[config.mk]
export PLATFORM = sky130hd
export DESIGN_NAME = radix_literal_parser
export DESIGN_NICKNAME = d
export VERILOG_FILES = /design/src/hw/rtl/rlp_pkg.sv /design/src/hw/rtl/rlp_front.sv /design/src/hw/rtl/rlp_queue.sv /design/src/hw/rtl/rlp_back.sv /design/src/hw/rtl/radix_literal_parser.sv
export SDC_FILE = /design/constraint.sdc
export NUM_CORES = 1
export LEC_CHECK = 0
export ABC_AREA = 1
export BUFFER_PORTS_ARGS = -buffer_cell sky130_fd_sc_hd__buf_2
export CORE_MARGIN = 4
export CORE_UTILIZATION = 47
export DETAILED_ROUTE_END_ITERATION = 16
export PLACE_DENSITY = 0.62
export REMOVE_ABC_BUFFERS = 1
export SYNTH_ARGS = -nofsm -noshare
export SYNTH_HDL_FRONTEND = slang
export SYNTH_HIERARCHICAL = 1
export SYNTH_SLANG_ARGS = --single-unit
[constraint.sdc]
create_clock -name clk -period 7.1 [get_ports clk]
set_input_delay 1.42 -clock clk [delete_from_list [all_inputs] [get_ports clk]]
set_output_delay 1.42 -clock clk [all_outputs]
set_load 0.05 [all_outputs]
[src/hw/rtl/rlp_pkg.sv]
// Package for the radix literal parser: character codes, parse phases and
// the token that the front hands to the back through the queue.
// No dependencies.
`timescale 1ns / 1ps

package rlp_pkg;

	localparam int unsigned QUEUE_DEPTH = 2;

	localparam logic [5:0] RADIX_RESET = 6'd10;
	localparam logic [5:0] RADIX_BIN   = 6'd2;
	localparam logic [5:0] RADIX_DEC   = 6'd10;
	localparam logic [5:0] RADIX_HEX   = 6'd16;

	localparam logic [7:0] CHAR_QUOTE  = 8'd39;
	localparam logic [7:0] CHAR_PCT    = 8'h25;
	localparam logic [7:0] CHAR_HASH   = 8'h23;
	localparam logic [7:0] CHAR_DOLLAR = 8'h24;
	localparam logic [7:0] CHAR_MINUS  = 8'h2D;
	localparam logic [7:0] CHAR_ZERO   = 8'h30;
	localparam logic [7:0] CHAR_NINE   = 8'h39;
	localparam logic [7:0] CHAR_UA     = 8'h41;
	localparam logic [7:0] CHAR_UZ     = 8'h5A;
	localparam logic [7:0] CHAR_LA     = 8'h61;
	localparam logic [7:0] CHAR_LZ     = 8'h7A;
	localparam logic [7:0] CASE_OFFSET = 8'd32;
	localparam logic [7:0] LETTER_BASE = 8'd10;

	typedef enum logic [2:0] {
		PH_START,
		PH_BIN,
		PH_DEC,
		PH_HEX,
		PH_DIGITS
	} phase_t;

	typedef struct packed {
		logic [7:0] char_code;
		logic       word_end;
		logic [1:0] pos;
		logic       is_quote;
		logic       is_pct;
		logic       is_hash;
		logic       is_dollar;
		logic       is_minus;
		logic       dig_ok;
		logic [5:0] dig_val;
	} token_t;

endpackage

[src/hw/rtl/rlp_front.sv]
// Front of the radix literal parser: accepts characters, tracks the position
// within the word and classifies each character into a token.
// Depends on rlp_pkg.
`timescale 1ns / 1ps

module rlp_front (
	input  logic            clk,
	input  logic            arst_n,
	input  logic            in_valid,
	output logic            in_stall,
	input  logic [7:0]      char_code,
	input  logic            word_end,
	output logic            push_valid,
	input  logic            push_full,
	output rlp_pkg::token_t push_data
);

	logic [1:0] pos_q;
	logic [7:0] lower;
	logic       accept;

	assign in_stall   = push_full;
	assign accept     = in_valid && !push_full;
	assign push_valid = in_valid;

	always_ff @(posedge clk or negedge arst_n) begin
		if (!arst_n) begin
			pos_q <= 2'd0;
		end else if (accept) begin
			if (word_end) begin
				pos_q <= 2'd0;
			end else if (pos_q != 2'd3) begin
				pos_q <= pos_q + 2'd1;
			end
		end
	end

	always_comb begin
		lower = char_code;
		if (char_code inside {[rlp_pkg::CHAR_UA:rlp_pkg::CHAR_UZ]}) begin
			lower = char_code + rlp_pkg::CASE_OFFSET;
		end
		push_data           = '0;
		push_data.char_code = char_code;
		push_data.word_end  = word_end;
		push_data.pos       = pos_q;
		push_data.is_quote  = char_code == rlp_pkg::CHAR_QUOTE;
		push_data.is_pct    = char_code == rlp_pkg::CHAR_PCT;
		push_data.is_hash   = char_code == rlp_pkg::CHAR_HASH;
		push_data.is_dollar = char_code == rlp_pkg::CHAR_DOLLAR;
		push_data.is_minus  = char_code == rlp_pkg::CHAR_MINUS;
		if (lower inside {[rlp_pkg::CHAR_ZERO:rlp_pkg::CHAR_NINE]}) begin
			push_data.dig_ok  = 1'b1;
			push_data.dig_val = 6'(lower - rlp_pkg::CHAR_ZERO);
		end else if (lower inside {[rlp_pkg::CHAR_LA:rlp_pkg::CHAR_LZ]}) begin
			push_data.dig_ok  = 1'b1;
			push_data.dig_val = 6'(lower - rlp_pkg::CHAR_LA + rlp_pkg::LETTER_BASE);
		end
	end

endmodule

[src/hw/rtl/rlp_queue.sv]
// Token queue between front and back of the radix literal parser.
// Depends on rlp_pkg.
`timescale 1ns / 1ps

module rlp_queue #(
	parameter int unsigned Depth = rlp_pkg::QUEUE_DEPTH
) (
	input  logic            clk,
	input  logic            arst_n,
	input  logic            push_valid,
	output logic            push_full,
	input  rlp_pkg::token_t push_data,
	output logic            pop_valid,
	input  logic            pop_ready,
	output rlp_pkg::token_t pop_data
);

	localparam int unsigned PtrW = (Depth > 1) ? $clog2(Depth) : 1;
	localparam int unsigned CntW = $clog2(Depth + 1);
	localparam logic [PtrW-1:0] PtrLast = PtrW'(Depth - 1);
	localparam logic [CntW-1:0] CntFull = CntW'(Depth);

	rlp_pkg::token_t mem_q [Depth];
	logic [PtrW-1:0] wr_q;
	logic [PtrW-1:0] rd_q;
	logic [CntW-1:0] count_q;
	logic            push;
	logic            pop;

	assign push_full = count_q == CntFull;
	assign pop_valid = count_q != '0;
	assign pop_data  = mem_q[rd_q];
	assign push      = push_valid && !push_full;
	assign pop       = pop_valid && pop_ready;

	always_ff @(posedge clk) begin
		if (push) begin
			mem_q[wr_q] <= push_data;
		end
	end

	always_ff @(posedge clk or negedge arst_n) begin
		if (!arst_n) begin
			wr_q    <= '0;
			rd_q    <= '0;
			count_q <= '0;
		end else begin
			if (push) begin
				wr_q <= (wr_q == PtrLast) ? '0 : wr_q + PtrW'(1);
			end
			if (pop) begin
				rd_q <= (rd_q == PtrLast) ? '0 : rd_q + PtrW'(1);
			end
			if (push && !pop) begin
				count_q <= count_q + CntW'(1);
			end else if (pop && !push) begin
				count_q <= count_q - CntW'(1);
			end
		end
	end

	a_count_bound: assert property (@(posedge clk) disable iff (!arst_n)
		count_q <= CntFull) else $error("queue count beyond depth");
	a_pop_nonempty: assert property (@(posedge clk) disable iff (!arst_n)
		pop |-> count_q != '0) else $error("pop from empty queue");
	a_count_inc: assert property (@(posedge clk) disable iff (!arst_n)
		(push && !pop) |=> count_q == $past(count_q) + CntW'(1))
		else $error("queue count did not advance on push");

endmodule

[src/hw/rtl/rlp_back.sv]
// Back of the radix literal parser: tracks prefixes, sign and quoted form,
// accumulates digits and holds the result register.
// Depends on rlp_pkg.
`timescale 1ns / 1ps

module rlp_back (
	input  logic               clk,
	input  logic               arst_n,
	input  logic [5:0]         default_radix,
	input  logic               tok_valid,
	output logic               tok_ready,
	input  rlp_pkg::token_t    tok,
	output logic               out_valid,
	input  logic               out_stall,
	output logic               is_number,
	output logic signed [63:0] number_value
);

	rlp_pkg::phase_t phase_q, ph_cur, ph_nx;
	logic [5:0]  radix_q, radix_cur, radix_nx;
	logic        minus_q, minus_cur, minus_nx;
	logic [63:0] acc_q, acc_cur, acc_nx, addend;
	logic        bad_q, bad_cur, bad_nx;
	logic        dseen_q, dseen_cur, dseen_nx;
	logic        qf_q, qf_cur, qf_nx;
	logic [7:0]  qchar_q, qchar_nx;
	logic        p0;
	logic        pop;
	logic        res_num;
	logic [63:0] res_val;
	logic        out_valid_q;
	logic        is_number_q;
	logic [63:0] number_value_q;

	assign tok_ready    = !tok.word_end || !out_valid_q || !out_stall;
	assign pop          = tok_valid && tok_ready;
	assign out_valid    = out_valid_q;
	assign is_number    = is_number_q;
	assign number_value = number_value_q;

	always_comb begin
		p0        = tok.pos == 2'd0;
		radix_cur = p0 ? default_radix : radix_q;
		ph_cur    = p0 ? rlp_pkg::PH_START : phase_q;
		minus_cur = p0 ? 1'b0 : minus_q;
		acc_cur   = p0 ? '0 : acc_q;
		bad_cur   = p0 ? 1'b0 : bad_q;
		dseen_cur = p0 ? 1'b0 : dseen_q;
		qf_cur    = p0 ? 1'b0 : qf_q;

		case (tok.pos)
			2'd0: qf_nx = tok.is_quote;
			2'd1: qf_nx = qf_cur;
			2'd2: qf_nx = qf_cur && tok.is_quote;
			default: qf_nx = 1'b0;
		endcase
		qchar_nx = (tok.pos == 2'd1) ? tok.char_code : qchar_q;

		radix_nx = radix_cur;
		ph_nx    = ph_cur;
		minus_nx = minus_cur;
		acc_nx   = acc_cur;
		bad_nx   = bad_cur;
		dseen_nx = dseen_cur;
		// the accumulator carries the sign already: minus precedes every digit
		addend   = minus_cur ? -64'(tok.dig_val) : 64'(tok.dig_val);
		if (ph_cur == rlp_pkg::PH_START && tok.is_pct) begin
			radix_nx = rlp_pkg::RADIX_BIN;
			ph_nx    = rlp_pkg::PH_BIN;
		end else if (ph_cur inside {rlp_pkg::PH_START, rlp_pkg::PH_BIN} && tok.is_hash) begin
			radix_nx = rlp_pkg::RADIX_DEC;
			ph_nx    = rlp_pkg::PH_DEC;
		end else if (ph_cur inside {rlp_pkg::PH_START, rlp_pkg::PH_BIN, rlp_pkg::PH_DEC}
				&& tok.is_dollar) begin
			radix_nx = rlp_pkg::RADIX_HEX;
			ph_nx    = rlp_pkg::PH_HEX;
		end else if (ph_cur != rlp_pkg::PH_DIGITS && radix_cur == rlp_pkg::RADIX_DEC
				&& tok.is_minus) begin
			minus_nx = 1'b1;
			ph_nx    = rlp_pkg::PH_DIGITS;
		end else begin
			ph_nx    = rlp_pkg::PH_DIGITS;
			dseen_nx = 1'b1;
			if (!tok.dig_ok || tok.dig_val >= radix_cur) begin
				bad_nx = 1'b1;
			end else begin
				acc_nx = acc_cur * 64'(radix_cur) + addend;
			end
		end

		if (tok.pos == 2'd2 && qf_nx) begin
			res_num = 1'b1;
			res_val = 64'(qchar_q);
		end else if (dseen_nx && !bad_nx) begin
			res_num = 1'b1;
			res_val = acc_nx;
		end else begin
			res_num = 1'b0;
			res_val = '0;
		end
	end

	always_ff @(posedge clk or negedge arst_n) begin
		if (!arst_n) begin
			phase_q <= rlp_pkg::PH_START;
			radix_q <= rlp_pkg::RADIX_RESET;
			minus_q <= 1'b0;
			acc_q   <= '0;
			bad_q   <= 1'b0;
			dseen_q <= 1'b0;
			qf_q    <= 1'b0;
			qchar_q <= '0;
		end else if (pop) begin
			phase_q <= ph_nx;
			radix_q <= radix_nx;
			minus_q <= minus_nx;
			acc_q   <= acc_nx;
			bad_q   <= bad_nx;
			dseen_q <= dseen_nx;
			qf_q    <= qf_nx;
			qchar_q <= qchar_nx;
		end
	end

	always_ff @(posedge clk or negedge arst_n) begin
		if (!arst_n) begin
			out_valid_q <= 1'b0;
		end else if (pop && tok.word_end) begin
			out_valid_q <= 1'b1;
		end else if (!out_stall) begin
			out_valid_q <= 1'b0;
		end
	end

	always_ff @(posedge clk) begin
		if (pop && tok.word_end) begin
			is_number_q    <= res_num;
			number_value_q <= res_val;
		end
	end

	a_invalid_zero: assert property (@(posedge clk) disable iff (!arst_n)
		(out_valid_q && !is_number_q) |-> number_value_q == '0)
		else $error("invalid word with nonzero value");
	a_word_end_result: assert property (@(posedge clk) disable iff (!arst_n)
		(pop && tok.word_end) |=> out_valid_q)
		else $error("word end gave no result");
	a_bin_prefix: assert property (@(posedge clk) disable iff (!arst_n)
		(pop && !tok.word_end && tok.pos == 2'd0 && tok.is_pct) |=> radix_q == rlp_pkg::RADIX_BIN)
		else $error("binary prefix did not set radix");

endmodule

[src/hw/rtl/radix_literal_parser.sv]
// Top level of the radix literal parser: radix register, front, token queue
// and back. Depends on rlp_pkg, rlp_front, rlp_queue and rlp_back.
//
//   channel  direction  handshake             payload
//   in       sink       in_valid / in_stall   char_code, word_end
//   out      source     out_valid / out_stall is_number, number_value
//   cfg      sink       cfg_valid / cfg_ready default_radix
//
// One character per cycle while in_stall is low; after its last character is
// accepted, a result passes the queue entry and then the result register.
// The back: one token per cycle, 64 x 6 multiply-add, unless a result is held.
// Reset clears the word state and loads default_radix with 10.
// A stalled output holds the result; the queue then fills and raises in_stall.
`timescale 1ns / 1ps

module radix_literal_parser #(
	parameter int unsigned QueueDepth = rlp_pkg::QUEUE_DEPTH
) (
	input  logic               clk,
	input  logic               arst_n,
	input  logic               in_valid,
	output logic               in_stall,
	input  logic [7:0]         char_code,
	input  logic               word_end,
	output logic               out_valid,
	input  logic               out_stall,
	output logic               is_number,
	output logic signed [63:0] number_value,
	input  logic               cfg_valid,
	output logic               cfg_ready,
	input  logic [5:0]         default_radix
);

	logic [5:0]      default_radix_q;
	logic            push_valid;
	logic            push_full;
	rlp_pkg::token_t push_data;
	logic            tok_valid;
	logic            tok_ready;
	rlp_pkg::token_t tok;

	assign cfg_ready = 1'b1;

	always_ff @(posedge clk or negedge arst_n) begin
		if (!arst_n) begin
			default_radix_q <= rlp_pkg::RADIX_RESET;
		end else if (cfg_valid && cfg_ready) begin
			default_radix_q <= default_radix;
		end
	end

	rlp_front u_front (
		.clk        (clk),
		.arst_n     (arst_n),
		.in_valid   (in_valid),
		.in_stall   (in_stall),
		.char_code  (char_code),
		.word_end   (word_end),
		.push_valid (push_valid),
		.push_full  (push_full),
		.push_data  (push_data)
	);

	rlp_queue #(
		.Depth (QueueDepth)
	) u_queue (
		.clk        (clk),
		.arst_n     (arst_n),
		.push_valid (push_valid),
		.push_full  (push_full),
		.push_data  (push_data),
		.pop_valid  (tok_valid),
		.pop_ready  (tok_ready),
		.pop_data   (tok)
	);

	rlp_back u_back (
		.clk           (clk),
		.arst_n        (arst_n),
		.default_radix (default_radix_q),
		.tok_valid     (tok_valid),
		.tok_ready     (tok_ready),
		.tok           (tok),
		.out_valid     (out_valid),
		.out_stall     (out_stall),
		.is_number     (is_number),
		.number_value  (number_value)
	);

endmodule
==> results.md <==
* Arrival time reported for the critical path endpoint at 7.06 ns
* Internal reg-to-reg setup slack at 0.36 ns
* Placed standard-cell area at 24,910 um^2
* Top fanout value on the critical path at 24
* Yosys warns at 6
* Antenna violations before repair at 0
* Finished Cell Area at 25,840 um^2
* Final antenna diode count at 0
* Synth top area share at 0.2497
* Startpoint type of the worst setup path: register
* Buffering stage count on the worst path with inverters included at 4
* Static Leakage at 0.01293 uW
* Initial core utilization at 0.4746
* Count of routing violations after the opening detailed-route iteration at 1,728
* Hold Crit Class: register to register
* Layout cells sized above 1 at 0.07602
* Number of cell instances on the worst register-to-register path at 25
* Start of the worst register-to-register path: u_queue/rd_q
* Required time reported for the critical path endpoint at 7.42 ns
* Fmax at 148.3 MHz
* Longest individual stage delay on the worst path at 0.66 ns
* Post-route fraction of the period consumed by the critical path at 0.9496
* Clock-pin slew of the registers on the worst-case setup and hold paths at 0.07 ns
* Sum of overflow across all layers after global routing at 0
* Total Routed Length at 78.41 mm
* Via count of the first global-routing pass at 21,430
* Via count at 20,900
* Via density at 5.348
* Die H at 233.1 um
* Length of the first detailed-routing pass in iterations at 6
* Flop and latch count out of synthesis at 209
* Worst-margin pin slew at 1.135 ns
* Cell type contributing the most total cell area after synthesis: sky130_fd_sc_hd__fa_1
* Final routed wire length divided by cell count at 20.06 um
* Kind of cell adding the most delay to the critical path: adder cells
* Hold Violations, Final at 0
* Core ar. at 50,170 um^2
* HPWL after DPL at 61.28 mm
* Commonest cells in the netlist: sky130_fd_sc_hd__nand2_1 (757), sky130_fd_sc_hd__inv_1 (552), sky130_fd_sc_hd__nor2_1 (547)
* Area growth syn-to-layout at 8.502%
* Total setup violations reported at the end of the flow at 0
* Cell area after synthesis at 23,810 um^2
* Dominant register cell in the synthesized netlist: sky130_fd_sc_hd__edfxtp_1
* Most frequent cell on the critical path: sky130_fd_sc_hd__nand2_1
* Syn Inst Count at 3,160
* Max Root-Sink Buffers at 3
* Root buf cell: sky130_fd_sc_hd__clkbuf_16
* Number of sinks driven by the clock tree at 209
* Critical path class: register to register
* Pwr per Cell Area at 414.4 nW/um^2
* NumNets Final at 3,622
* Num rows at 82
* Max cap viols at 0
* Count of flip-flops with a built-in enable after synthesis at 111
* Final period demand of the worst path at 6.742 ns
* Cells on Worst Hold Path at 2
* Hold Startpoint: default_radix_q[3]
* Post-place setup slack at 0.3058 ns
* Cell with the most instances after synthesis: sky130_fd_sc_hd__nand2_1
* Sequential element share of the synthesized area at 0.2432
* Pin count of the biggest net entering global routing at 70
* Number of buffers created by CTS at 26
* Clock latency at the later pin of the worst-skew pair at 0.59 ns
* Mean post-synth cell area at 7.535 um^2
* Antenna violation net count after detailed routing at 0
* Width of the die at 233.1 um
* Worst Setup End Kind: register
* GRT Util Overall at 0.2939
* Final worst setup slack at 0.3578 ns
* Count of different cell masters after synthesis at 49
* Min-Delay Endpoint: default_radix_q[3]
* Layout Skew at 0.02425 ns
* Number of I/O pins at 88
* Global-route wire length before repair at 122.7 mm
* Maximum ir drop on the vdd rail at 0.0004401 V
* CTS H-tree depth at 1
* TritonCTS clock tree: built
* Setup repair after global routing missed its margin: no
* Status: finished clean
* Die footprint at 54,330 um^2
* Global placer's final weighted congestion at 1.039
* Number of input and output port buffers inserted at 86
* DRC Markers at 0
* Ranking of synthesized cells by area: sky130_fd_sc_hd__fa_1 (25%), sky130_fd_sc_hd__edfxtp_1 (14%), sky130_fd_sc_hd__nand2_1 (12%)
* Max Transition Viols Final at 0
* Async set-or-reset flop fraction in the synthesized netlist at 0.4689
* Slowest stage cell, crit path: sky130_fd_sc_hd__a21boi_1
* Capture instance of the worst register-to-register path: u_back/number_value[60]
* Worst slew margin at 0.2425
* Final total negative setup slack at 0 ns
timing repair:
action,CTS,global route
resized for setup,0,1
hold buffers,0,0
setup buffers,0,4
setup endpoints to repair,0,12
metrics by stage:
step / cells / util / hold WS (ns) / total power [uW]
after global placement: 3857 / 0.4965 / 0.4596 / 9156
after CTS: 3904 / 0.5138 / 0.4668 / 10710
final: 3908 / 0.5150 / 0.4689 / 10710
after global routing: 3908 / 0.5150 / 0.4890 / 11620
after floorplan: 3062 / - / 0.4419 / 6932
after detailed placement: 3857 / 0.4965 / 0.4573 / 9290
cell usage in the layout (no fill, tap or decap), types with 13 or more instances in the layout:
master and n:
sky130_fd_sc_hd__a21oi_1 102, sky130_fd_sc_hd__buf_2 85, sky130_fd_sc_hd__buf_4 38, sky130_fd_sc_hd__clkbuf_16 26, sky130_fd_sc_hd__dfrtp_1 94, sky130_fd_sc_hd__edfxtp_1 111, sky130_fd_sc_hd__fa_1 297, sky130_fd_sc_hd__ha_1 88
sky130_fd_sc_hd__inv_1 550, sky130_fd_sc_hd__inv_2 14, sky130_fd_sc_hd__nand2_1 756, sky130_fd_sc_hd__nand2_2 14, sky130_fd_sc_hd__nand3_1 163, sky130_fd_sc_hd__nand4_1 24, sky130_fd_sc_hd__nor2_1 546, sky130_fd_sc_hd__nor3_1 25
sky130_fd_sc_hd__o21ai_0 97, sky130_fd_sc_hd__o21ai_1 31, sky130_fd_sc_hd__o21bai_1 13, sky130_fd_sc_hd__xnor2_1 13, sky130_fd_sc_hd__xor2_1 15
report_power, final:
part           switching, uW  internal (uW)
clock                    555            809
sequential               195           1850
combinational           5270           2030
flip-flops by register name (all words and copies together), names as in the netlist:
register and cells:
u_back/phase_q 3, u_back/out_valid 1, u_queue/rd_q 1, u_back/bad_q 1
u_back/number_value 64, u_back/dseen_q 1, u_back/radix_q 6, u_back/minus_q 1
u_back/is_number 1, u_queue/wr_q 1, u_back/qchar_q 8, u_queue/mem_q 46
u_back/acc_q 64, u_queue/count_q 2, u_back/qf_q 1, default_radix_q 6
u_front/pos_q 2
worst min-delay path: stages, from the launching register on:
cell and delay (ns):
sky130_fd_sc_hd__dfstp_2 0.37, sky130_fd_sc_hd__nand2_1 0.06, sky130_fd_sc_hd__nand2_1 0.04
kinds of logic (layout without fill, tap and decap cells):
group,count (synthesis),count (layout),synth area share
buffers and inverters,668,744,0.1119
and+or+nand+nor,1577,1577,0.2696
adders and majority gates,385,385,0.2959
other,1,1,0.0001575
muxes,8,8,0.003783
xor gates and xnor gates,28,28,0.01030
DFF,209,209,0.2432
AOI/OAI and AO/OA,284,284,0.06511
worst max path at each step:
stage	cells past startpoint	slack (ns)	start	end
after floorplan	25	0.002	u_queue/rd_q	u_back/number_value[25]
after global placement	25	0.37	u_queue/rd_q	u_back/number_value[50]
after detailed placement	25	0.31	u_queue/rd_q	u_back/number_value[50]
after CTS	25	0.28	u_queue/rd_q	u_back/number_value[50]
after global routing	25	0.05	u_queue/rd_q	u_back/number_value[60]
final	25	0.36	u_queue/rd_q	u_back/number_value[60]
metal layers:
metal	up-vias	part of all wire	GRT usage
met3	171	0.071	0.05305
met2	756	0.46	0.4734
li1	9785	-	-
met4	0	0.042	0.1065
met1	10190	0.43	0.3996
met5	-	0	0
cell type report:
type | count | area (um^2)
tap | 672 | 840.8
inverter | 570 | 2152
timing repair buffer | 127 | 790.8
multi-input combinational | 2283 | 15390
clock buffer | 37 | 711.9
clock inverter | 10 | 156.4
fill | 4988 | 24330
sequential | 209 | 5791
Power figures use the tool's default switching activity.
